**src/hw/rtl/hmmd_ram.sv**
```systemverilog
// Generic single-port RAM with registered read.
// No dependencies.
module hmmd_ram #(
  parameter int unsigned WIDTH = 8,
  parameter int unsigned DEPTH = 128
) (
  input  logic                     clk_i,
  input  logic                     we_i,
  input  logic                     re_i,
  input  logic [$clog2(DEPTH)-1:0] addr_i,
  input  logic [WIDTH-1:0]         wdata_i,
  output logic [WIDTH-1:0]         rdata_o
);

  logic [WIDTH-1:0] mem_q [DEPTH];
  logic [WIDTH-1:0] rdata_q;

  always_ff @(posedge clk_i) begin
    if (we_i) begin
      mem_q[addr_i] <= wdata_i;
    end
    if (re_i) begin
      rdata_q <= mem_q[addr_i];
    end
  end

  assign rdata_o = rdata_q;

endmodule

```
**config.mk**
```make
export PLATFORM = sky130hd
export DESIGN_NAME = hmmd_ram
export DESIGN_NICKNAME = d
export VERILOG_FILES = /design/src/hw/rtl/hmmd_ram.sv
export SDC_FILE = /design/constraint.sdc
export NUM_CORES = 1
export LEC_CHECK = 0
export BUFFER_PORTS_ARGS = -buffer_cell sky130_fd_sc_hd__buf_2
export CAP_MARGIN = 20
export CORE_ASPECT_RATIO = 1.25
export CORE_MARGIN = 3
export CORE_UTILIZATION = 30
export DETAILED_ROUTE_END_ITERATION = 8
export PLACE_DENSITY_LB_ADDON = 0.25
export SYNTH_ARGS = -nofsm -noshare
export SYNTH_HDL_FRONTEND = slang
export SYNTH_SLANG_ARGS = --single-unit
```
**constraint.sdc**
```tcl
create_clock -name clk_i -period 3.47 [get_ports clk_i]
set_input_delay 0 -clock clk_i [delete_from_list [all_inputs] [get_ports clk_i]]
set_output_delay 0 -clock clk_i [all_outputs]
set_load 0.01 [all_outputs]
```
==> flow_summary.rst <==
.. list-table::
   :header-rows: 1

   * - Metric
     - Value
   * - Chip width
     - 335 um
   * - Maximum fanout along the worst path
     - 16
   * - Total I/O pin count
     - 26
   * - Reg clk slew, reported paths
     - 70 ps
   * - Cell area after synthesis
     - 40500 um^2
   * - TritonCTS clock tree
     - done
   * - Count of H-tree levels built during CTS
     - 3
   * - Largest net degree at the start of global routing
     - 129
   * - Clock buffers created by TritonCTS
     - 97
   * - Crit path DAT
     - 3190 ps
   * - Die Ht
     - 417 um
   * - Final critical path time including I/O delays and setup
     - 2730 ps
   * - Post-DR wirelength/cell
     - 29.7 um
   * - RSZ-0062 raised after global routing
     - false
   * - Via count
     - 24800
   * - Startpoint type of the worst setup path
     - primary input
   * - Area growth syn-to-layout
     - 16.7%
   * - Crit path capture type
     - flop
   * - Pleak
     - 0.0149 uW
   * - Maxcap violations
     - 0
   * - Share of the clock period used by the worst path
     - 0.788
   * - Placed cells
     - 4294
   * - Clock skew
     - 20.1 ps
   * - DRC violation count after routing
     - 0
   * - Logic pwr share
     - 0.066
   * - Distinct cells, synth
     - 65
   * - Clock insertion delay at the later pin of the skew report
     - 710 ps
   * - Origin of the worst setup path
     - addr_i[4]
   * - Net Count, Synth
     - 2493
   * - Classification of the worst setup path
     - in -> reg
   * - Worst Setup EP
     - rdata_o[4]
   * - Total negative slack for setup checks
     - 0 ps
   * - Aggregate routed wire length
     - 133000 um
   * - Design Area, Final
     - 47300 um^2
   * - Tightest slew margin relative to the limit
     - 0.241
   * - Non-Filler Instances
     - 4484
   * - Initial Util
     - 0.302
   * - DR vias/cell
     - 5.53
   * - Cts repair resizes
     - 0
   * - Placed Instance Area
     - 44000 um^2
   * - Placement-stage worst setup slack
     - 268 ps
   * - Average instance area after synthesis
     - 16.4 um^2
   * - Die Outline Area
     - 140000 um^2
   * - Number of port buffers
     - 25
   * - Status
     - completed
   * - Synthesized instance count
     - 2475
   * - CORE AREA
     - 134000 um^2
   * - Hold Buf Count CTS
     - 13
   * - Part of the power in the clock network
     - 0.407
   * - Wire length of the first global-routing pass
     - 190000 um
   * - Maximum ir drop on the vdd rail
     - 0.382 mV
   * - Violation count after the first detailed-route iteration
     - 2895
   * - Sequential share of power
     - 0.528
   * - Detail Route Antenna Nets
     - 0
   * - Final weighted congestion of routability-driven global placement
     - 0.895
   * - Cell type with the largest total area after synthesis
     - sky130_fd_sc_hd__edfxtp_1
   * - Startpoint of the most critical register-to-register path
     - mem_q[53][4]
   * - Top FF cell, synth
     - sky130_fd_sc_hd__edfxtp_1
   * - Switching power total
     - 5980 uW
   * - Fin nets
     - 2676
   * - Share of flip-flops with an asynchronous set or reset
     - 0
   * - Total of endpoints with negative setup slack in the final report
     - 0
   * - Share of post-route cells with drive strength above 1
     - 0.182
   * - First-pass detailed-route iteration total
     - 8
   * - Pins Over Slew Limit
     - 0
   * - Final hold violations
     - 0
   * - Internal power summed over all cells
     - 20200 uW
   * - Number of rows in the core area
     - 150
   * - Worst Setup Slack, final
     - 736 ps
   * - Cells taking the most area after synthesis
     - sky130_fd_sc_hd__edfxtp_1, sky130_fd_sc_hd__a221oi_1, sky130_fd_sc_hd__nor2_1, sky130_fd_sc_hd__mux2_2, sky130_fd_sc_hd__a21oi_1
   * - Sequential fraction of the synthesis area
     - 0.765
   * - Commonest non-fill, non-tap cells in the layout
     - sky130_fd_sc_hd__edfxtp_1, sky130_fd_sc_hd__nor2_1, sky130_fd_sc_hd__a221oi_1, sky130_fd_sc_hd__buf_4, sky130_fd_sc_hd__a21oi_1
   * - Root buffer selected by CTS
     - sky130_fd_sc_hd__clkbuf_16
   * - Synth top area share
     - 0.765
   * - HPWL Detailed
     - 81800 um
   * - GRT Residual Overflow
     - 0
   * - Ys Warns
     - 0
   * - Register-to-register path setup slack
     - 800 ps
   * - Number of register bits inferred by synthesis
     - 1032
   * - Fillers
     - 12700
   * - Number of antenna violations at the first check in global routing
     - 4
   * - Worst Tran Pin Value
     - 1130 ps
   * - Leading cell type in the layout, fill and taps excluded
     - sky130_fd_sc_hd__edfxtp_1
   * - Worst reg2reg endpoint
     - rdata_o[4]
   * - Number of clock sinks
     - 1032
   * - Buffer levels on the longest clock path
     - 3
   * - Worst min-delay path class
     - in -> reg
   * - Cell count of the worst reg-to-reg path
     - 7
   * - Post-CTS repair timing setup buffer count
     - 0
   * - Worst Path Required
     - 3930 ps
   * - GRT Overall Usage
     - 0.188
   * - Proportion of total power due to net switching
     - 0.228
   * - Total power density per cell area
     - 553 nW/um^2
   * - Timing-limited maximum frequency
     - 0.366 GHz
   * - Post-synth EDFFs
     - 1032
   * - Vias in the first global route
     - 25000
-- cell families (layout without fill, tap and decap cells) --
group / count (synthesis) / count (layout) / synth area share
mux: 137 / 137 / 0.0393
other cells: 0 / 1 / 0
flops: 1032 / 1032 / 0.765
buf+inv: 199 / 459 / 0.0260
compound gates: 680 / 680 / 0.125
simple gates: 427 / 427 / 0.0447
-- cells in the mapped netlist (16+ instances only) --
cell type,count
sky130_fd_sc_hd__mux2i_1,61
sky130_fd_sc_hd__clkbuf_1,72
sky130_fd_sc_hd__a221oi_1,220
sky130_fd_sc_hd__a22oi_1,73
sky130_fd_sc_hd__nand2_1,102
sky130_fd_sc_hd__buf_6,23
sky130_fd_sc_hd__edfxtp_1,1032
sky130_fd_sc_hd__a21oi_1,125
sky130_fd_sc_hd__o21ai_0,80
sky130_fd_sc_hd__o22ai_1,24
sky130_fd_sc_hd__a22o_1,41
sky130_fd_sc_hd__a221o_1,20
sky130_fd_sc_hd__mux2_2,60
sky130_fd_sc_hd__buf_2,80
sky130_fd_sc_hd__nor3_1,16
sky130_fd_sc_hd__nor2_1,240
sky130_fd_sc_hd__nand3_1,17
sky130_fd_sc_hd__o221ai_1,17
-- sequential cells by signal, summed over array words and instances (netlist names) --
| signal | count |
|---|---|
| mem_q | 1024 |
| rdata_o | 8 |
-- area by class of cell --
type / instances / area, um^2 / area share
Multi-Input combinational cell: 1244 / 8510 / 0.180
Timing Repair Buffer: 279 / 2470 / 0.0523
Tap cell: 1748 / 2190 / 0.0463
Clock inverter: 60 / 603 / 0.0128
Antenna cell: 1 / 2.50 / 0.0000529
Sequential cell: 1032 / 31000 / 0.655
Inverter: 4 / 17.5 / 0.000370
Clock buffer: 116 / 2500 / 0.0528
-- worst min path at each step --
stage	from	end	slack, ps	depth (start not counted)
finish	addr_i[2]	mem_q[14][4]	150	4
global route	addr_i[2]	mem_q[14][4]	140	4
CTS	addr_i[2]	mem_q[14][4]	100	4
detailed placement	re_i	rdata_o[5]	460	1
global placement	wdata_i[4]	mem_q[1][4]	460	1
floorplan	wdata_i[0]	mem_q[0][0]	100	0
-- per-layer routing --
metal,up-vias,routed length [um],track usage,share of wire
li1,10400,-,-,-
met1,13100,53300,0.241,0.40
met2,1077,65700,0.319,0.49
met3,234,8790,0.0280,0.066
met4,2,5470,0.0784,0.041
met5,-,12,0,0.000090
-- worst max-delay path, stage by stage --
cell and delay (ps):
sky130_fd_sc_hd__dlygate4sd3_1 520, sky130_fd_sc_hd__buf_2 390, sky130_fd_sc_hd__buf_4 380, sky130_fd_sc_hd__o221ai_1 180
sky130_fd_sc_hd__a211o_1 290, sky130_fd_sc_hd__a21o_1 230, sky130_fd_sc_hd__a211o_1 370, sky130_fd_sc_hd__a32o_1 260
sky130_fd_sc_hd__dlygate4sd3_1 550
-- per-stage QoR --
step / power (uW) / hold slack, ps / utilization
2_1_floorplan: 14900 / 98.9 / -
3_3_place_gp: 15800 / 460 / 0.329
3_5_place_dp: 15800 / 460 / 0.329
4_1_cts: 26300 / 96.8 / 0.353
5_1_grt: 26900 / 144 / 0.353
6_report: 26200 / 154 / 0.353
-- power groups by stage --
stage	Clock, uW	Combinational, uW	Sequential (uW)
after CTS	10800	1720	13800
after global placement	0	1690	14100
after detailed placement	0	1700	14100
after floorplan	0	794	14100
final	10600	1710	13800
after global routing	11300	1800	13800
Power figures use the tool's default switching activity.
