===== src/hw/rtl/hmmd_pkg.sv =====
// Shared types and constants for the handheld memory map decoder.
// No dependencies; used by hmmd_decode and the top level.
package hmmd_pkg;

  localparam int unsigned BankBytes  = 4096;
  localparam int unsigned BankOffW   = 12;
  localparam int unsigned OffsetW    = 15;
  localparam int unsigned InTdataW   = 40;
  localparam int unsigned OutTdataW  = 40;

  typedef enum logic [1:0] {
    CMD_RD_BYTE = 2'd0,
    CMD_RD_WORD = 2'd1,
    CMD_WR_BYTE = 2'd2,
    CMD_WR_WORD = 2'd3
  } cmd_e;

  typedef enum logic [3:0] {
    REG_ROM    = 4'd0,
    REG_VRAM   = 4'd1,
    REG_EXTRAM = 4'd2,
    REG_WRAM0  = 4'd3,
    REG_WRAM1  = 4'd4,
    REG_ECHO0  = 4'd5,
    REG_ECHO1  = 4'd6,
    REG_SPRITE = 4'd7,
    REG_EMPTY  = 4'd8,
    REG_IO     = 4'd9,
    REG_HRAM   = 4'd10,
    REG_IE     = 4'd11
  } region_e;

  typedef enum logic [1:0] {
    ST_IDLE  = 2'd0,
    ST_BYTE0 = 2'd1,
    ST_BYTE1 = 2'd2,
    ST_DONE  = 2'd3
  } state_e;

  typedef struct packed {
    region_e              region;
    logic [OffsetW-1:0]   offset;
    logic                 external;
  } decode_t;

endpackage


===== src/hw/rtl/hmmd_decode.sv =====
// Address decoder: bus address to region, offset from base and external flag.
// Depends on hmmd_pkg.
module hmmd_decode (
  input  logic [15:0]       addr_i,
  output hmmd_pkg::decode_t dec_o
);

  logic [15:0]       base;
  hmmd_pkg::region_e region;
  logic [3:0]        nib;

  assign nib = addr_i[15:12];

  always_comb begin
    priority if (nib < 4'h8) begin
      region = hmmd_pkg::REG_ROM;    base = 16'h0000;
    end else if (nib < 4'hA) begin
      region = hmmd_pkg::REG_VRAM;   base = 16'h8000;
    end else if (nib < 4'hC) begin
      region = hmmd_pkg::REG_EXTRAM; base = 16'hA000;
    end else if (nib == 4'hC) begin
      region = hmmd_pkg::REG_WRAM0;  base = 16'hC000;
    end else if (nib == 4'hD) begin
      region = hmmd_pkg::REG_WRAM1;  base = 16'hD000;
    end else if (nib == 4'hE) begin
      region = hmmd_pkg::REG_ECHO0;  base = 16'hE000;
    end else if (addr_i <= 16'hFDFF) begin
      region = hmmd_pkg::REG_ECHO1;  base = 16'hF000;
    end else if (addr_i <= 16'hFE9F) begin
      region = hmmd_pkg::REG_SPRITE; base = 16'hFE00;
    end else if (addr_i < 16'hFF00) begin
      region = hmmd_pkg::REG_EMPTY;  base = 16'hFEA0;
    end else if (addr_i <= 16'hFF7F) begin
      region = hmmd_pkg::REG_IO;     base = 16'hFF00;
    end else if (addr_i < 16'hFFFF) begin
      region = hmmd_pkg::REG_HRAM;   base = 16'hFF80;
    end else begin
      region = hmmd_pkg::REG_IE;     base = 16'hFFFF;
    end
  end

  logic [15:0] diff;
  assign diff = addr_i - base;

  always_comb begin
    dec_o.region   = region;
    dec_o.offset   = diff[hmmd_pkg::OffsetW-1:0];
    dec_o.external = (region == hmmd_pkg::REG_ROM)    || (region == hmmd_pkg::REG_VRAM) ||
                     (region == hmmd_pkg::REG_EXTRAM) || (region == hmmd_pkg::REG_SPRITE) ||
                     (region == hmmd_pkg::REG_IO)     || (region == hmmd_pkg::REG_IE);
  end

endmodule


===== config.mk =====
export PLATFORM = sky130hd
export DESIGN_NAME = hmmd_decode
export DESIGN_NICKNAME = d
export VERILOG_FILES = /design/src/hw/rtl/hmmd_pkg.sv /design/src/hw/rtl/hmmd_decode.sv
export SDC_FILE = /design/constraint.sdc
export NUM_CORES = 1
export LEC_CHECK = 0
export ABC_CLOCK_PERIOD_IN_PS = 4410
export BUFFER_PORTS_ARGS = -buffer_cell sky130_fd_sc_hd__buf_2
export CAP_MARGIN = 20
export CORE_MARGIN = 3
export CORE_UTILIZATION = 51
export DETAILED_ROUTE_END_ITERATION = 6
export GPL_ROUTABILITY_DRIVEN = 0
export GPL_TIMING_DRIVEN = 0
export PLACE_DENSITY_LB_ADDON = 0.2
export SETUP_SLACK_MARGIN = 0.05
export SYNTH_ARGS = -nofsm -noshare
export SYNTH_HDL_FRONTEND = slang
export SYNTH_SLANG_ARGS = --single-unit

===== constraint.sdc =====
create_clock -name vclk -period 4.41
set_input_delay 0.6615 -clock vclk [all_inputs]
set_output_delay 0.6615 -clock vclk [all_outputs]
set_load 0.02 [all_outputs]

==> reports/results.ini, run 1 <==
[outcome]
status=finished clean

[timing]
rsz0062_at_grt=no
slew_headroom_pct=74.5
setup_viol_count_final=0
slew_violations=0
fin_ws_ns=0.213
hold_viol_final=0
worst_pin_slew_ns=0.379
hold_slack_ns=1.73
fmax_ghz=0.238
layout_min_cycle_time_ns=4.20
fin_crit_sh_pct=95.2
setup_tns_ns=0

[floorplanning]
die-area_mm2=0.00220
die_w_um=46.9
pin_count=36
start_util_pct=55.3
rows=14
die_y_um=46.9
placeableCoreArea_mm2=0.00154

[finish]
seq_area_um2=0
nClkBuffers=0
final_common_cell=buf_2
drive_gt1_share_pct=27.2
layout_common_cells=36 x buf_2, 15 x nand2_1, 14 x ha_1
seq_cells=0
antennaDiodeCount=0
fin_area_mm2=0.00107
nets=191
syn_to_final_growth_pct=25.8

[synth]
synth.distinct_cells=32
netlist_instances=121
synth_top_area_cell=ha_1
ys_top_cells_by_area=ha_1 21%, a21oi_1 7.6%, xnor2_1 7.2%, o21ai_0 7.0%, nand2_1 6.6%
netlist_area_um2=852
yosysSeqAreaShare_pct=0
syn-num-nets=152
synthDominantCellAreaShare_pct=20.6
yosysWarningCount=0
synth.avg_cell_area_um2=7.04

[global_route]
grt-ovfl-total=0
grt_pass1_wl_um=3490
grt_max_degree=8
grt_use_total_pct=20.1
antenna_found_initial=0
grt_pass1_vias=810

[setup_path]
cp-startpoint=addr_i[1]
cp-start-kind=input port
crit_type=input port to output port
arrival_ns=3.54
end_kind=output port
critical_path_peak_fanout=4
worstPathRequired_ns=3.75

[route]
dr.first_iter.drc_count=16
drc=0
wl_um=2110
routedWlPerCell_um=12.1
drtAntennaViolNets=0
num_vias=1010
viasPerCell=5.80
dr.pass1.iters=4

[power_and_ir_drop]
p_sw_share_pct=60.5
pwr-share-seq_pct=0
power.leakage_nw=0.472
vdd_drop_max_uv=67.5
fin_total_pwr_uw=130
power.internal_uw=51.3
p_comb_share_pct=100.0
power.density_mw_per_mm2=121
p_sw_uw=78.5
p_clk_share_pct=0

[clock_network]
postCtsHoldBufs=0

[hold_path]
hp-class=input port to output port
min_from=addr_i[15]

[placement]
dp_slack_ns=-0.162
dp_hpwl_um=1750
placed_area_mm2=0.00105
io_buffers=36

[flow_run]
maxCapViolations=0

==> kinds of logic after synthesis <==
family | Yosys count | synth area share (%)
AO/OA/AOI/OAI | 48 | 39.1
XOR/XNOR | 10 | 10.3
adder cells (fa/ha/maj) | 15 | 22.9
buffers and inverters | 6 | 2.64
multiplexers | 3 | 3.52
AND/OR/NAND/NOR | 39 | 21.6
==> worst max-delay path: stages <==
cell      delay, ns
buf_2          0.12
nand4_1        0.11
nor3_1         0.29
nand4_1        0.16
inv_1          0.08
ha_1           0.15
inv_1          0.05
fa_1           0.43
a211oi_2       0.29
o21ai_2        0.13
a221o_1        0.33
a2111o_1       0.40
and3_1         0.16
buf_2          0.15
==> per-layer routing <==
metal  global-route usage (%)  part of all wire (%)  wire length [um]
met1                     32.4                    51              1080
met2                     31.4                    43               914
met3                        0                   5.4               114
met4                        0                     0                 0
met5                        0                     0                 0
==> final timing paths <==
| kind | to | depth (start not counted) |
|---|---|---|
| worst max-delay path | dec_o[15] | 14 |
| worst min-delay path | dec_o[16] | 4 |
==> metrics by stage <==
| step | utilization (%) | std cells |
|---|---|---|
| finish | 69.6 | 174 |
| CTS | 68.8 | 174 |
| floorplan | - | 121 |
| global route | 69.6 | 174 |
| detailed placement | 68.3 | 173 |
| global placement | 68.3 | 173 |
==> power by group through the flow <==
stage          registers, mW  clock network (mW)  logic (mW)
2_1_floorplan              0                   0      0.0895
3_3_place_gp               0                   0       0.126
3_5_place_dp               0                   0       0.128
4_1_cts                    0                   0       0.129
5_1_grt                    0                   0       0.144
6_report                   0                   0       0.130
==> repair_timing <==
action                                  4_1_cts  5_1_grt
gates resized for setup                       0        3
setup buffers                                 1        0
pin swaps                                     1        0
endpoints found under the setup margin        1        1
==> synth_stat cells, types with 2 or more instances <==
cell type   n
a2111o_1    2
a211oi_1    2
a21o_1      3
a21oi_1    13
ha_1       14
inv_1       6
mux2i_1     3
nand2_1    15
nand4_1     6
nor2_1      7
nor3_1      4
o211ai_1    3
o21a_1      4
o21ai_0    12
o21bai_1    2
xnor2_1     7
xor2_1      3
==> area by class of cell <==
cell class / instances / area [um^2]
timing repair buffer: 37 / 188
inverter: 6 / 22.5
tap: 16 / 20.0
multi-input combinational: 115 / 842
fill: 141 / 469
(Power assumes the default switching activity.)
==> run 2: changes to the inputs <==
ABC_CLOCK_PERIOD_IN_PS = 4500   (was 4410)
BUFFER_PORTS_ARGS = unset   (was -buffer_cell sky130_fd_sc_hd__buf_2)
CORE_UTILIZATION = 60   (was 51)
DONT_BUFFER_PORTS = 1   (was unset)
PLACE_DENSITY = 0.81   (was unset)
PLACE_DENSITY_LB_ADDON = unset   (was 0.2)
clock period = 4.5 ns   (was 4.41 ns; I/O delays follow)
==> run 2 against run 1 <==
Hold slack lost 0.19 ns. Worst setup slack improved by 0.11 ns. Critical path depth is 5 lower. Non-clock buffer count decreased by 36. Via count is 11% lower. Total power decreased by 23%. Cell count down 22%. Combinational power down 23%. First-iteration DRC count is 31% higher. Flip-flop and latch count is the same. Sequential share of layout area is the same. Critical endpoint unchanged. Largest cell class unchanged.
==> reports/results.ini, run 2 (same netlist as run 1, synthesis figures left out) <==
[power_and_ir_drop]
power.leakage_nw=0.326  ; was 0.472 nW
vdd_drop_max_uv=63.6  ; was 67.5 uV
power.density_mw_per_mm2=113  ; was 121 mW/mm^2

[floorplanning]
placeableCoreArea_mm2=0.00122  ; was 0.00154 mm^2
die_w_um=43.7  ; was 46.9 um
die-area_mm2=0.00191  ; was 0.00220 mm^2
start_util_pct=70.1  ; was 55.3%
rows=12  ; was 14
pin_count=36  ; unchanged
die_y_um=43.7  ; was 46.9 um

[setup_path]
cp-start-kind=input port  ; unchanged
critPathBufInv=0  ; was 4
end_kind=output port  ; unchanged
worstPathRequired_ns=3.83  ; was 3.75 ns
cp_slowest_cell=a211oi_2  ; was fa_1
critical_path_peak_fanout=6  ; was 4
max_stage_delay_ns=0.55  ; was 0.43 ns
crit_type=input port to output port  ; unchanged
cp_top_family=compound AO/OA/AOI/OAI gates  ; unchanged
path_cells=nand4_1 -> a211oi_2 -> o21ai_0 -> ha_1 -> a2111oi_4 -> o21ai_2 -> a221o_1 -> a2111o_1 -> and3_1  ; was buf_2 -> nand4_1 -> nor3_1 -> nand4_1 -> inv_1 -> ha_1 -> inv_1 -> fa_1 -> a211oi_2 -> o21ai_2 -> a221o_1 -> a2111o_1 -> and3_1 -> buf_2
arrival_ns=3.50  ; was 3.54 ns

[global_route]
grt_max_degree=8  ; unchanged
grt-ovfl-total=0  ; unchanged
grt_pass1_vias=806  ; was 810
grt_use_total_pct=20.8  ; was 20.1%
grt_pass1_wl_um=3350  ; was 3490 um
antenna_found_initial=0  ; unchanged

[route]
drc=0  ; unchanged
dr.first_iter.drc_count=21  ; was 16
routedWlPerCell_um=14.3  ; was 12.1 um
drtAntennaViolNets=0  ; unchanged
dr.pass1.iters=4  ; unchanged
wl_um=1940  ; was 2110 um
viasPerCell=6.59  ; was 5.80
num_vias=896  ; was 1,010

[timing]
hold_viol_final=0  ; unchanged
slew_violations=0  ; unchanged
layout_min_cycle_time_ns=4.17
setup_viol_count_final=0  ; unchanged
setup_tns_ns=0  ; unchanged
fmax_ghz=0.240
fin_ws_ns=0.328  ; was 0.213 ns
worst_pin_slew_ns=0.705  ; was 0.379 ns
rsz0062_at_grt=no  ; unchanged
fin_crit_sh_pct=92.7
slew_headroom_pct=52.6  ; was 74.5%

[placement]
dp_hpwl_um=1640  ; was 1750 um
dp_slack_ns=0.0125  ; was -0.162 ns
io_buffers=0  ; was 36

[clock_network]
postCtsHoldBufs=0  ; unchanged

[finish]
drive_gt1_share_pct=4.10  ; was 27.2%
final_core_util_pct=72.5  ; was 69.6%
final_common_cell=nand2_1  ; was buf_2
seq_cells=0  ; unchanged
nClkBuffers=0  ; unchanged
nets=155  ; was 191
layout_common_cells=15 x nand2_1, 14 x ha_1, 13 x a21oi_1  ; was 36 x buf_2, 15 x nand2_1, 14 x ha_1
seq_area_um2=0  ; unchanged
syn_to_final_growth_pct=3.52  ; was 25.8%
antennaDiodeCount=0  ; unchanged

[flow_run]
maxCapViolations=0  ; unchanged

[outcome]
status=finished clean  ; unchanged

[hold_path]
hp-class=input port to output port  ; unchanged

==> run 2: cell types whose count changed in the layout (fill, tap and decap cells not counted), sizes merged <==
cell,change
buf,-36
==> run 2: area by class of cell <==
class | count | area [um^2]
fill | 119 | 334
inverter | 6 | 22.5
multi-input combinational | 115 | 835
tap | 14 | 17.5
timing repair buffer | 1 | 7.51
==> run 2: where the power goes <==
part | internal, mW | switching, mW | total, mW
Sequential | 0 | 0 | 0
Clock | 0 | 0 | 0
Combinational | 0.0337 | 0.0660 | 0.0997
Total | 0.0337 | 0.0660 | 0.0997
==> run 2: final timing paths <==
kind              startpoint        end  slack (ns)  depth (start not counted)
hold / removal    addr_i[15]  dec_o[17]        1.54                          1
setup / recovery   addr_i[9]  dec_o[15]        0.33                          9
==> run 2: timing repair <==
item                                    4_1_cts  5_1_grt
pin swaps                                     0        1
endpoints found under the setup margin        1        1
resized for setup                             1        0
hold endpoints to repair                      0        0
buffers inserted                              0        1
==> run 2: metal layers <==
metal	part of all wire [%]	up-vias	global-route usage, %	wire length [um]
li1	-	472	-	-
met1	51	392	32.1	989
met2	42	32	32.8	822
met3	6.6	0	1.24	129
met4	0	0	0	0
met5	0	-	0	0
==> run 2: metrics by stage <==
stage                     total power, mW  cell area (um^2)  hold slack (ns)  cells
after floorplan                    0.0877               852             1.53    121
after global placement             0.0964               870             1.54    135
after global routing                0.110               882             1.54    136
final                              0.0997               882             1.54    136
after CTS                          0.0994               875             1.54    135
after detailed placement           0.0985               870             1.54    135
